`config.mk`:
```
export PLATFORM = sky130hd
export DESIGN_NAME = marker_length_frame_deframer_flat
export DESIGN_NICKNAME = d
export VERILOG_FILES = /design/src/sv/mlfd_pkg.sv /design/src/sv/mlfd_if.sv /design/src/sv/marker_length_frame_deframer.sv /design/src/sv/mlfd_csr.sv /design/src/sv/mlfd_parse.sv /design/src/flat_wrapper.sv
export SDC_FILE = /design/constraint.sdc
export NUM_CORES = 1
export LEC_CHECK = 0
export BUFFER_PORTS_ARGS = -buffer_cell sky130_fd_sc_hd__buf_2
export CORE_AREA = 8 8 113 115
export DETAILED_ROUTE_END_ITERATION = 10
export DIE_AREA = 0 0 121 123
export PLACE_DENSITY = 0.75
export SETUP_SLACK_MARGIN = 0.1
export SYNTH_ARGS = -nofsm -noshare
export SYNTH_HDL_FRONTEND = slang
export SYNTH_SLANG_ARGS = --single-unit
```
`constraint.sdc`:
```
create_clock -name clock -period 4.7 [get_ports clock]
set_input_delay 0.47 -clock clock [delete_from_list [all_inputs] [get_ports clock]]
set_output_delay 0.47 -clock clock [all_outputs]
set_load 0.05 [all_outputs]
```
`src/sv/mlfd_pkg.sv`:
```
// Shared types and constants for the marker/length frame deframer.
package mlfd_pkg;

   localparam int unsigned ByteWidth  = 8;
   localparam int unsigned LenWidth   = 15;
   localparam int unsigned CsrIdxWidth = 3;
   localparam int unsigned CsrDataWidth = 15;

   // Register indexes on the configuration port
   localparam logic [CsrIdxWidth-1:0] REG_START_FIRST  = 3'd0;
   localparam logic [CsrIdxWidth-1:0] REG_START_SECOND = 3'd1;
   localparam logic [CsrIdxWidth-1:0] REG_END_FIRST    = 3'd2;
   localparam logic [CsrIdxWidth-1:0] REG_END_SECOND   = 3'd3;
   localparam logic [CsrIdxWidth-1:0] REG_MAX_LENGTH   = 3'd4;

   // Register reset values
   localparam logic [ByteWidth-1:0] START_FIRST_RST  = 8'd170;
   localparam logic [ByteWidth-1:0] START_SECOND_RST = 8'd85;
   localparam logic [ByteWidth-1:0] END_FIRST_RST    = 8'd85;
   localparam logic [ByteWidth-1:0] END_SECOND_RST   = 8'd170;
   localparam logic [LenWidth-1:0]  MAX_LENGTH_RST   = 15'd2042;

   // Result kinds
   typedef enum logic [1:0] {
      KIND_DATA  = 2'd0,
      KIND_OK    = 2'd1,
      KIND_TRAIL = 2'd2,
      KIND_LEN   = 2'd3
   } kind_type;

   // Frame parser phases, one-hot
   typedef enum logic [7:0] {
      PH_HUNT1    = 8'b0000_0001,
      PH_HUNT2    = 8'b0000_0010,
      PH_LEN_LO   = 8'b0000_0100,
      PH_LEN_HI   = 8'b0000_1000,
      PH_PAYLOAD  = 8'b0001_0000,
      PH_END1     = 8'b0010_0000,
      PH_END2_OK  = 8'b0100_0000,
      PH_END2_BAD = 8'b1000_0000
   } phase_type;

   // Configuration seen by the parser
   typedef struct packed {
      logic [ByteWidth-1:0] start_first;
      logic [ByteWidth-1:0] start_second;
      logic [ByteWidth-1:0] end_first;
      logic [ByteWidth-1:0] end_second;
      logic [LenWidth-1:0]  max_length;
   } cfg_type;

   // Result of one parse step
   typedef struct packed {
      logic                 valid;
      kind_type             kind;
      logic [ByteWidth-1:0] data;
      logic [LenWidth-1:0]  length;
   } result_type;

endpackage

```
`src/sv/mlfd_if.sv`:
```
// Valid/ready channel interfaces for received bytes and deframer results.
interface mlfd_req_if;
   logic       valid;
   logic       ready;
   logic [7:0] rx_byte;

   modport source (output valid, output rx_byte, input ready);
   modport sink   (input valid, input rx_byte, output ready);
endinterface

interface mlfd_rsp_if;
   logic        valid;
   logic        ready;
   logic [1:0]  out_kind;
   logic [7:0]  out_byte;
   logic [14:0] out_length;

   modport source (output valid, output out_kind, output out_byte, output out_length,
                   input ready);
   modport sink   (input valid, input out_kind, input out_byte, input out_length,
                   output ready);
endinterface

```
`src/sv/marker_length_frame_deframer.sv`:
```
// Top level of the marker/length frame deframer: input and result registers.
//
// req carries one received byte per item; rsp carries at most one result per
// byte: a payload byte (kind 0), frame accepted (1), bad end marker (2) or
// bad length (3). Hunt bytes, a good length field and the first trailer byte
// give no result. The csr_ port writes the marker bytes and the length limit,
// one register per cycle, and should only be used while the block is idle.
//
// An accepted byte is held in the input register, parsed by the state machine,
// and its result, if any, lands in the result register that drives rsp valid.
// One byte per cycle is sustained while no result waits on a stalled rsp; the
// input register refills in the same cycle it drains.
//
// When rsp is stalled, bytes that make no result still pass through; a byte
// that makes a result waits in the input register and req.ready drops.
// Synchronous reset empties both registers, restores the default markers
// (170,85 start / 85,170 end) and limit 2042, and restarts the marker hunt.
module marker_length_frame_deframer
   import mlfd_pkg::*;
(
   input  logic                    clock,
   input  logic                    reset,
   mlfd_req_if.sink                req,
   mlfd_rsp_if.source              rsp,
   input  logic                    csr_write_en,
   input  logic [CsrIdxWidth-1:0]  csr_index,
   input  logic [CsrDataWidth-1:0] csr_data
);

   cfg_type              cfg;
   result_type           result;
   logic                 in_valid_ff;
   logic [ByteWidth-1:0] in_byte_ff;
   logic                 out_valid_ff;
   kind_type             out_kind_ff;
   logic [ByteWidth-1:0] out_byte_ff;
   logic [LenWidth-1:0]  out_length_ff;
   logic                 out_free;
   logic                 step;

   mlfd_csr u_csr (
      .clock        (clock),
      .reset        (reset),
      .csr_write_en (csr_write_en),
      .csr_index    (csr_index),
      .csr_data     (csr_data),
      .cfg          (cfg)
   );

   mlfd_parse u_parse (
      .clock   (clock),
      .reset   (reset),
      .step    (step),
      .rx_byte (in_byte_ff),
      .cfg     (cfg),
      .result  (result)
   );

   // Handshake: a held byte moves on unless its result has nowhere to go
   assign out_free  = !out_valid_ff || rsp.ready;
   assign step      = in_valid_ff && (!result.valid || out_free);
   assign req.ready = !in_valid_ff || step;

   // Input register
   always_ff @(posedge clock) begin
      if (reset) begin
         in_valid_ff <= 1'b0;
      end else if (req.ready) begin
         in_valid_ff <= req.valid;
      end
   end

   always_ff @(posedge clock) begin
      if (req.ready && req.valid) begin
         in_byte_ff <= req.rx_byte;
      end
   end

   // Result register
   always_ff @(posedge clock) begin
      if (reset) begin
         out_valid_ff <= 1'b0;
      end else if (out_free) begin
         out_valid_ff <= step && result.valid;
      end
   end

   always_ff @(posedge clock) begin
      if (step && result.valid) begin
         out_kind_ff   <= result.kind;
         out_byte_ff   <= result.data;
         out_length_ff <= result.length;
      end
   end

   assign rsp.valid      = out_valid_ff;
   assign rsp.out_kind   = out_kind_ff;
   assign rsp.out_byte   = out_byte_ff;
   assign rsp.out_length = out_length_ff;

endmodule

```
`src/sv/mlfd_csr.sv`:
```
// Configuration registers: start/end marker bytes and payload length limit.
module mlfd_csr
   import mlfd_pkg::*;
(
   input  logic                    clock,
   input  logic                    reset,
   input  logic                    csr_write_en,
   input  logic [CsrIdxWidth-1:0]  csr_index,
   input  logic [CsrDataWidth-1:0] csr_data,
   output cfg_type                 cfg
);

   cfg_type cfg_ff;
   cfg_type cfg_in;

   // Decode the write; unknown indexes are dropped
   always_comb begin
      cfg_in = cfg_ff;
      if (csr_write_en) begin
         unique case (csr_index)
            REG_START_FIRST:  cfg_in.start_first  = csr_data[ByteWidth-1:0];
            REG_START_SECOND: cfg_in.start_second = csr_data[ByteWidth-1:0];
            REG_END_FIRST:    cfg_in.end_first    = csr_data[ByteWidth-1:0];
            REG_END_SECOND:   cfg_in.end_second   = csr_data[ByteWidth-1:0];
            REG_MAX_LENGTH:   cfg_in.max_length   = csr_data[LenWidth-1:0];
            default: ;
         endcase
      end
   end

   always_ff @(posedge clock) begin
      if (reset) begin
         cfg_ff.start_first  <= START_FIRST_RST;
         cfg_ff.start_second <= START_SECOND_RST;
         cfg_ff.end_first    <= END_FIRST_RST;
         cfg_ff.end_second   <= END_SECOND_RST;
         cfg_ff.max_length   <= MAX_LENGTH_RST;
      end else begin
         cfg_ff <= cfg_in;
      end
   end

   assign cfg = cfg_ff;

endmodule

```
`src/sv/mlfd_parse.sv`:
```
// Frame parser state machine: marker hunt, length field, payload count, trailer check.
module mlfd_parse
   import mlfd_pkg::*;
(
   input  logic                 clock,
   input  logic                 reset,
   input  logic                 step,
   input  logic [ByteWidth-1:0] rx_byte,
   input  cfg_type              cfg,
   output result_type           result
);

   phase_type            phase_ff, phase_in;
   logic [ByteWidth-1:0] length_low_ff, length_low_in;
   logic [LenWidth-1:0]  frame_length_ff, frame_length_in;
   logic [LenWidth-1:0]  bytes_left_ff, bytes_left_in;

   logic [LenWidth-1:0]  len_field;
   logic                 len_bad;

   // Length field: high byte arriving now, low byte held
   assign len_field = {rx_byte[ByteWidth-2:0], length_low_ff};
   assign len_bad   = rx_byte[ByteWidth-1] || (len_field > cfg.max_length);

   // Next state and result for the byte being processed
   always_comb begin
      phase_in        = phase_ff;
      length_low_in   = length_low_ff;
      frame_length_in = frame_length_ff;
      bytes_left_in   = bytes_left_ff;
      result          = '{valid: 1'b0, kind: KIND_DATA, data: '0, length: '0};
      unique case (phase_ff)
         PH_HUNT1: begin
            if (rx_byte == cfg.start_first) phase_in = PH_HUNT2;
         end
         PH_HUNT2: begin
            if (rx_byte == cfg.start_second) phase_in = PH_LEN_LO;
            else if (rx_byte == cfg.start_first) phase_in = PH_HUNT2;
            else phase_in = PH_HUNT1;
         end
         PH_LEN_LO: begin
            length_low_in = rx_byte;
            phase_in      = PH_LEN_HI;
         end
         PH_LEN_HI: begin
            if (len_bad) begin
               phase_in     = PH_HUNT1;
               result.valid = 1'b1;
               result.kind  = KIND_LEN;
            end else begin
               frame_length_in = len_field;
               bytes_left_in   = len_field;
               phase_in        = (len_field == '0) ? PH_END1 : PH_PAYLOAD;
            end
         end
         PH_PAYLOAD: begin
            bytes_left_in = bytes_left_ff - LenWidth'(1);
            if (bytes_left_ff == LenWidth'(1)) phase_in = PH_END1;
            result.valid = 1'b1;
            result.kind  = KIND_DATA;
            result.data  = rx_byte;
         end
         PH_END1: begin
            phase_in = (rx_byte == cfg.end_first) ? PH_END2_OK : PH_END2_BAD;
         end
         PH_END2_OK: begin
            phase_in      = PH_HUNT1;
            result.valid  = 1'b1;
            result.kind   = (rx_byte == cfg.end_second) ? KIND_OK : KIND_TRAIL;
            result.length = frame_length_ff;
         end
         PH_END2_BAD: begin
            phase_in      = PH_HUNT1;
            result.valid  = 1'b1;
            result.kind   = KIND_TRAIL;
            result.length = frame_length_ff;
         end
         default: begin
            phase_in = PH_HUNT1;
         end
      endcase
   end

   // Control state
   always_ff @(posedge clock) begin
      if (reset) begin
         phase_ff      <= PH_HUNT1;
         bytes_left_ff <= '0;
      end else if (step) begin
         phase_ff      <= phase_in;
         bytes_left_ff <= bytes_left_in;
      end
   end

   // Frame fields
   always_ff @(posedge clock) begin
      if (step) begin
         length_low_ff   <= length_low_in;
         frame_length_ff <= frame_length_in;
      end
   end

endmodule

```
`src/flat_wrapper.sv`:
```
// flat-port wrapper written by rule: the top's interface ports become plain ports
module marker_length_frame_deframer_flat import mlfd_pkg::*;
  (clock, reset, csr_write_en, csr_index, csr_data, req_valid, req_rx_byte, req_ready, rsp_valid, rsp_out_kind, rsp_out_byte, rsp_out_length, rsp_ready);
  mlfd_req_if req_i ();
  mlfd_rsp_if rsp_i ();
  input  logic clock;
  input  logic reset;
  input  logic csr_write_en;
  input  logic [CsrIdxWidth-1:0] csr_index;
  input  logic [CsrDataWidth-1:0] csr_data;
  input wire logic [$bits(req_i.valid)-1:0] req_valid;
  input wire logic [$bits(req_i.rx_byte)-1:0] req_rx_byte;
  output wire logic [$bits(req_i.ready)-1:0] req_ready;
  output wire logic [$bits(rsp_i.valid)-1:0] rsp_valid;
  output wire logic [$bits(rsp_i.out_kind)-1:0] rsp_out_kind;
  output wire logic [$bits(rsp_i.out_byte)-1:0] rsp_out_byte;
  output wire logic [$bits(rsp_i.out_length)-1:0] rsp_out_length;
  input wire logic [$bits(rsp_i.ready)-1:0] rsp_ready;
  assign req_i.valid = req_valid;
  assign req_i.rx_byte = req_rx_byte;
  assign req_ready = req_i.ready;
  assign rsp_valid = rsp_i.valid;
  assign rsp_out_kind = rsp_i.out_kind;
  assign rsp_out_byte = rsp_i.out_byte;
  assign rsp_out_length = rsp_i.out_length;
  assign rsp_i.ready = rsp_ready;
  marker_length_frame_deframer u_core (.clock(clock), .reset(reset), .req(req_i), .rsp(rsp_i), .csr_write_en(csr_write_en), .csr_index(csr_index), .csr_data(csr_data));
endmodule
```
* Word level (Yosys, flattened, before mapping)
Cells that the tools add are included.
** Word-level totals
- Bits in registers :: 128
- Logic and storage cells :: 74
** Operators by class
- $add $sub $neg :: 1
- Order comparisons :: 1
- Equality and inequality tests :: 20
- Mux-type cells :: 13
- Bitwise gates (word level) :: 1
- Reduce and logical (&&, ||, !) cells :: 23
** Operators with widths (count)
- $pmux 8 s6 :: 1
- $eq 8x8->1 :: 4
- $pmux 15 s2 :: 1
- $mux 8 :: 3
- $eq 15x1->1 const B :: 1
- $gt 15x15->1 :: 1
- $logic_not 15->1 :: 1
- $mux 15 :: 1
- $sub 15x1->15 const B :: 1
- $mux 6 :: 2
- $pmux 3 s4 :: 1
- $reduce_and 2->1 :: 6
- $reduce_and 3->1 :: 3
- $eq 8x1->1 const B :: 1
- $eq 8x2->1 const B :: 1
- $eq 8x3->1 const B :: 1
- $eq 8x4->1 const B :: 1
- $eq 8x5->1 const B :: 1
- $eq 8x6->1 const B :: 1
- $eq 8x7->1 const B :: 1
- $eq 8x8->1 const B :: 1
- $eq 3x2->1 const B :: 2
- $mux 3 :: 2
- $ne 2x2->1 const B :: 3
- other kinds (10) :: 18

* Longest topological paths before layout
- Depth after elaboration :: 9
- Depth in mapped cells :: 9

* Hierarchy
Synthesis repeated with hierarchy kept, for this count alone.
** Unflattened totals
- Cell total of the unflattened synthesis :: 621
- Area, all modules :: 6312.3 um^2
** Modules (own cells, without submodules)
- mlfd_parse :: instances 1, cells an instance 390, area each 3301.9 um^2, sequential area each 1151.1 um^2
- mlfd_csr :: instances 1, cells an instance 186, area each 1915.6 um^2, sequential area each 940.9 um^2
- marker_length_frame_deframer :: instances 1, cells an instance 45, area each 1094.8 um^2, sequential area each 1031.0 um^2

* Worst setup path before layout
No wires, ideal clock.
- Path kind :: register -> register
- Start point :: reg u_core.u_parse.phase_ff[7]
- End point :: reg u_core.out_byte_ff[0], in the netlist u_core.rsp.out_byte[0] (enable)
- Library setup time :: 407 ps
- Data arrival time :: 3181 ps
- Data required time :: 4293 ps
- Setup slack :: 1113 ps
- Cell stages (with the launch flop) :: 8
- Path buffers :: 2
- Clock period less this slack :: 3587 ps
- Cells stage by stage :: dfxtp_1 -> clkbuf_1 -> nor4_2 -> nand4_1 -> a221oi_2 -> buf_2 -> o21ai_0 -> nor2_1
** Between the ends
- Word-level cells in the longest chain between the ends :: 6
- Elaborated cells on any way between the ends :: 9
- Classes of those cells :: eq/ne: 4; mux: 1; reduce/logical: 4
** RTL lines
- from (decl) :: RTL line mlfd_parse.sv:13 : phase_type phase_ff, phase_in;
- from (signal assigned) :: RTL line mlfd_parse.sv:90 : phase_ff <= phase_in;
- $eq 8x8->1, or another cell as far along :: RTL line mlfd_parse.sv:32 : unique case (phase_ff)
- $pmux 3 s4 (*) :: RTL line mlfd_parse.sv:32
- $logic_not 1->1 :: RTL line marker_length_frame_deframer.sv:61 : assign step = in_valid_ff && (!result.valid || out_free);
- $logic_or 1x1->1 :: RTL line marker_length_frame_deframer.sv:61
- $logic_and 1x1->1 :: RTL line marker_length_frame_deframer.sv:61
- $logic_and 1x1->1 (*) :: RTL line marker_length_frame_deframer.sv:89 : if (step && result.valid) begin
- to (signal assigned) :: RTL line marker_length_frame_deframer.sv:91 : out_byte_ff <= result.data;
- to (decl) :: RTL line marker_length_frame_deframer.sv:36 : logic [ByteWidth-1:0] out_byte_ff;
Every way passes the cells marked *; elsewhere a longest branch is shown, timed or not.
A chain may end at the register's enable or synchronous reset.

* Final worst setup path
- Start point :: reg u_core.in_byte_ff[4]
- End point :: out req_ready
** Between the ends
- Word-level cells in the longest chain between the ends :: 8
** RTL lines
- from (decl) :: RTL line marker_length_frame_deframer.sv:33 : logic [ByteWidth-1:0] in_byte_ff;
- from (signal assigned) :: RTL line marker_length_frame_deframer.sv:75 : in_byte_ff <= req.rx_byte;
- $gt 15x15->1 :: RTL line mlfd_parse.sv:23 : assign len_bad = rx_byte[ByteWidth-1] || (len_field > cfg.max_length);
- $logic_or 1x1->1 :: RTL line mlfd_parse.sv:23
- $mux 3 :: RTL line mlfd_parse.sv:46 : if (len_bad) begin
- $pmux 3 s4 :: RTL line mlfd_parse.sv:32
- $logic_not 1->1 :: RTL line marker_length_frame_deframer.sv:61
- $logic_or 1x1->1 :: RTL line marker_length_frame_deframer.sv:61
- $logic_and 1x1->1 :: RTL line marker_length_frame_deframer.sv:61
- $logic_or 1x1->1 :: RTL line marker_length_frame_deframer.sv:62 : assign req.ready = !in_valid_ff || step;
- to (decl) :: RTL line flat_wrapper.sv:13 : output wire logic [$bits(req_i.ready)-1:0] req_ready;
Every way passes these cells.

==> qor.log <==
qor: cells_and_area.register_area 3120 µm²
qor: floorplanning.core-area 11,100 µm²
qor: pwr.power.density_cell_area 374 nW/µm²
qor: cts.ctsLongestPathBuffers 2
qor: yosys.postSynthAreaPerCell 10.0 µm²
qor: cts.post_cts_resize_count 0
qor: place.post-place-ws 1.24 ns
qor: route.routedWlPerCell 19.0 µm
qor: yosys.synth_flop_cell sky130_fd_sc_hd__dfxtp_1
qor: floorplanning.die_height 123 µm
qor: cells_and_area.nNetsFinal 695
qor: setup_path.critical_path.endpoint_type output pin
qor: setup_path.critPathTopFamily simple AND/OR/NAND/NOR gates
qor: cts.cts_root_buf sky130_fd_sc_hd__clkbuf_16
qor: route.detail_route.iter0.violations 458
qor: cells_and_area.antenna_cells 0
qor: timing.worst_slew_pin_slew 1.16 ns
qor: route.dr.pass1.iters 5
qor: floorplanning.design.die.area 14,900 µm²
qor: setup_path.critical_path.slowest_cell sky130_fd_sc_hd__edfxtp_1
qor: place.port_buffers 57
qor: setup_path.cp.buffers_inverters 2
qor: timing.worst_clock_skew 0.0103 ns
qor: cells_and_area.area_growth_syn_to_layout 16.4%
qor: pwr.leakage 2.77 nW
qor: global_routing.grt-ovfl-total 0
qor: pwr.power 2.61 mW
qor: cts.htree_num_levels 4
qor: setup_path.worstPathRequired 4.23 ns
qor: floorplanning.die_w 121 µm
qor: cts.clock_tree_from_tritoncts built
qor: yosys.seq_total_area_yosys 0.521
qor: cells_and_area.fill_cells 874
qor: setup_path.critical_path.cell_chain ha_1 > nand4_1 > nor4_1 > a221oi_2 > buf_4 > o211ai_1 > buf_2
qor: setup_path.worst-setup-path-type flip-flop to output pin
qor: cells_and_area.final_core_util 0.630
qor: cts.clock_latency_of_the_later_clocked_register_in_the_worst_skew_pair 0.42 ns
qor: timing.setup_repair_after_global_routing_missed_its_margin no
qor: yosys.ys_types 58
qor: setup_path.critical_path.reg2reg.startpoint u_core.in_byte_ff[0]
qor: route.vias_per_cell 5.96
qor: timing.final.period_utilization 0.768
qor: setup_path.worstPathMaxFanout 19
qor: floorplanning.num_rows 39
qor: place.placement.cell_area 6400 µm²
qor: pwr.ir_worst_vdd 0.254 mV
qor: setup_path.critical_path_arrival 3.14 ns
qor: route.vias 4,785
qor: cells_and_area.finish.instance_area 6980 µm²
qor: timing.finalWorstPathRequiredPeriod 3.61 ns
qor: yosys.synth_seq_cells 128
qor: route.totalWireLength 15,200 µm
qor: yosys.async_flop_share 0
qor: timing.max_slew_headroom_at_the_worst_pin 0.229
qor: cells_and_area.share_of_final_layout_standard_cells_stronger_than_drive_strength_1 0.158
qor: route.final_antenna_net_count 0
qor: route.drcViolationCount 0
qor: worst_hold_path.worst_hold_class input port to flip-flop
qor: yosys.synth.net_count 645
qor: setup_path.crit_path_max_incr_delay 0.62 ns
qor: global_routing.grt_start_max_net_pins 43
qor: run.max-cap-violations 0
qor: timing.fin_setup_tns 0 ns
qor: timing.setup_viol_count_final 0
qor: yosys.ys_warn_count 0
qor: cts.cts_inserted_buffers 17
qor: timing.timing.final.hold_violations 0
qor: cts.clk_pin_slew 0.06 ns
qor: global_routing.vias_in_the_first_global_route 4,710
qor: cts.clock_sink_count 128
qor: worst_hold_path.hold_start req_rx_byte[0]
qor: timing.fmax 277 MHz
qor: yosys.post_synth_edffs 56
qor: cells_and_area.multi_input_area 2650 µm²
qor: place.gpl.final_weighted_congestion 0.889
qor: setup_path.crit_path_start_kind flip-flop
qor: timing.final-max-slew-violation-count 0
qor: global_routing.grt_antenna_before_repair 0
qor: global_routing.grt_first_pass_wirelength 24,500 µm
qor: cts.cts_hold_repair.buffers 0
qor: floorplanning.ios 58
qor: cts.cts_setup_buffers 0
qor: timing.setup_ws 1.09 ns
qor: yosys.synthesis.area 6000 µm²
qor: floorplanning.initial_core_util 0.541
qor: setup_path.critical_path.startpoint u_core.in_byte_ff[4]
qor: global_routing.grt_util_all_layers 0.213
qor: place.place_hpwl 10,800 µm
qor: yosys.postSynthCellCount 597
qor: run_status.status finished clean
==> kinds of logic after synthesis <==
group | after synthesis | synth area share
mux | 21 | 0.0359
compound gates | 121 | 0.141
buf+inv | 61 | 0.0386
simple gates | 214 | 0.178
flops | 128 | 0.521
fa+ha+maj | 17 | 0.0355
xor+xnor | 35 | 0.0511
==> layout by cell type, fill, tap and decap left out, types with 15 or more instances in the layout <==
master,n
sky130_fd_sc_hd__a21oi_1,41
sky130_fd_sc_hd__and3_1,19
sky130_fd_sc_hd__buf_2,57
sky130_fd_sc_hd__clkbuf_16,20
sky130_fd_sc_hd__dfxtp_1,72
sky130_fd_sc_hd__edfxtp_1,56
sky130_fd_sc_hd__ha_1,17
sky130_fd_sc_hd__inv_1,26
sky130_fd_sc_hd__mux2i_1,20
sky130_fd_sc_hd__nand2_1,84
sky130_fd_sc_hd__nand3_1,16
sky130_fd_sc_hd__nor2_1,31
sky130_fd_sc_hd__o31ai_1,15
sky130_fd_sc_hd__xnor2_1,17
sky130_fd_sc_hd__xor2_1,18
==> worst paths after layout <==
path / depth (start not counted) / slack, ns / to
hold / removal: 1 / 0.22 / u_core.in_byte_ff[0]
setup reg to reg: 8 / 1.19 / u_core.rsp.out_length[6]
hold reg to reg: 2 / 0.45 / u_core.u_csr.cfg[2]
setup / recovery: 7 / 1.09 / req_ready
==> state kept, by name, indices dropped and copies added, names as in the netlist <==
register and count:
u_core.in_byte_ff 8, u_core.in_valid_ff 1, u_core.rsp.out_byte 8, u_core.rsp.out_kind 2
u_core.rsp.out_length 15, u_core.rsp.valid 1, u_core.u_csr.cfg 47, u_core.u_parse.bytes_left_ff 15
u_core.u_parse.frame_length_ff 15, u_core.u_parse.length_low_ff 8, u_core.u_parse.phase_ff 8
==> synthesized netlist by cell type (16+ instances only) <==
cell,n,area (µm²)
sky130_fd_sc_hd__and3_1,19,119
sky130_fd_sc_hd__xor2_1,18,158
sky130_fd_sc_hd__nand3_1,16,80.1
sky130_fd_sc_hd__ha_1,17,213
sky130_fd_sc_hd__mux2i_1,20,200
sky130_fd_sc_hd__a21oi_1,41,205
sky130_fd_sc_hd__dfxtp_1,72,1440
sky130_fd_sc_hd__nand2_1,84,315
sky130_fd_sc_hd__clkbuf_1,32,120
sky130_fd_sc_hd__xnor2_1,17,149
sky130_fd_sc_hd__edfxtp_1,56,1680
sky130_fd_sc_hd__inv_1,26,97.6
sky130_fd_sc_hd__nor2_1,32,120
==> per-stage QoR <==
| step | cells | hold WS (ns) |
|---|---|---|
| floorplan | 597 | 0.424 |
| global placement | 771 | 0.450 |
| detailed placement | 771 | 0.447 |
| CTS | 803 | 0.204 |
| global route | 803 | 0.216 |
| finish | 803 | 0.217 |
==> report_power, final <==
part	internal, mW	switching, mW
registers	1.17	0.0255
logic	0.0503	0.0779
clock network	0.784	0.501
total	2.01	0.604
==> cell type report <==
type,instances,share of cell area
clock buffer,22,0.0742
clock inverter,10,0.00968
inverter,26,0.0140
multi-input combinational,408,0.379
sequential,128,0.447
tap,143,0.0256
timing repair buffer,66,0.0505
==> layer usage <==
metal  vias up  wire length [µm]  global-route usage
met2       219              7100               0.340
met1      2252              6460               0.263
met5         -                 0                   0
met4         0               386              0.0945
li1       2278                 -                   -
met3        36              1300              0.0635
Note: power is estimated with default switching activity, not from simulation.
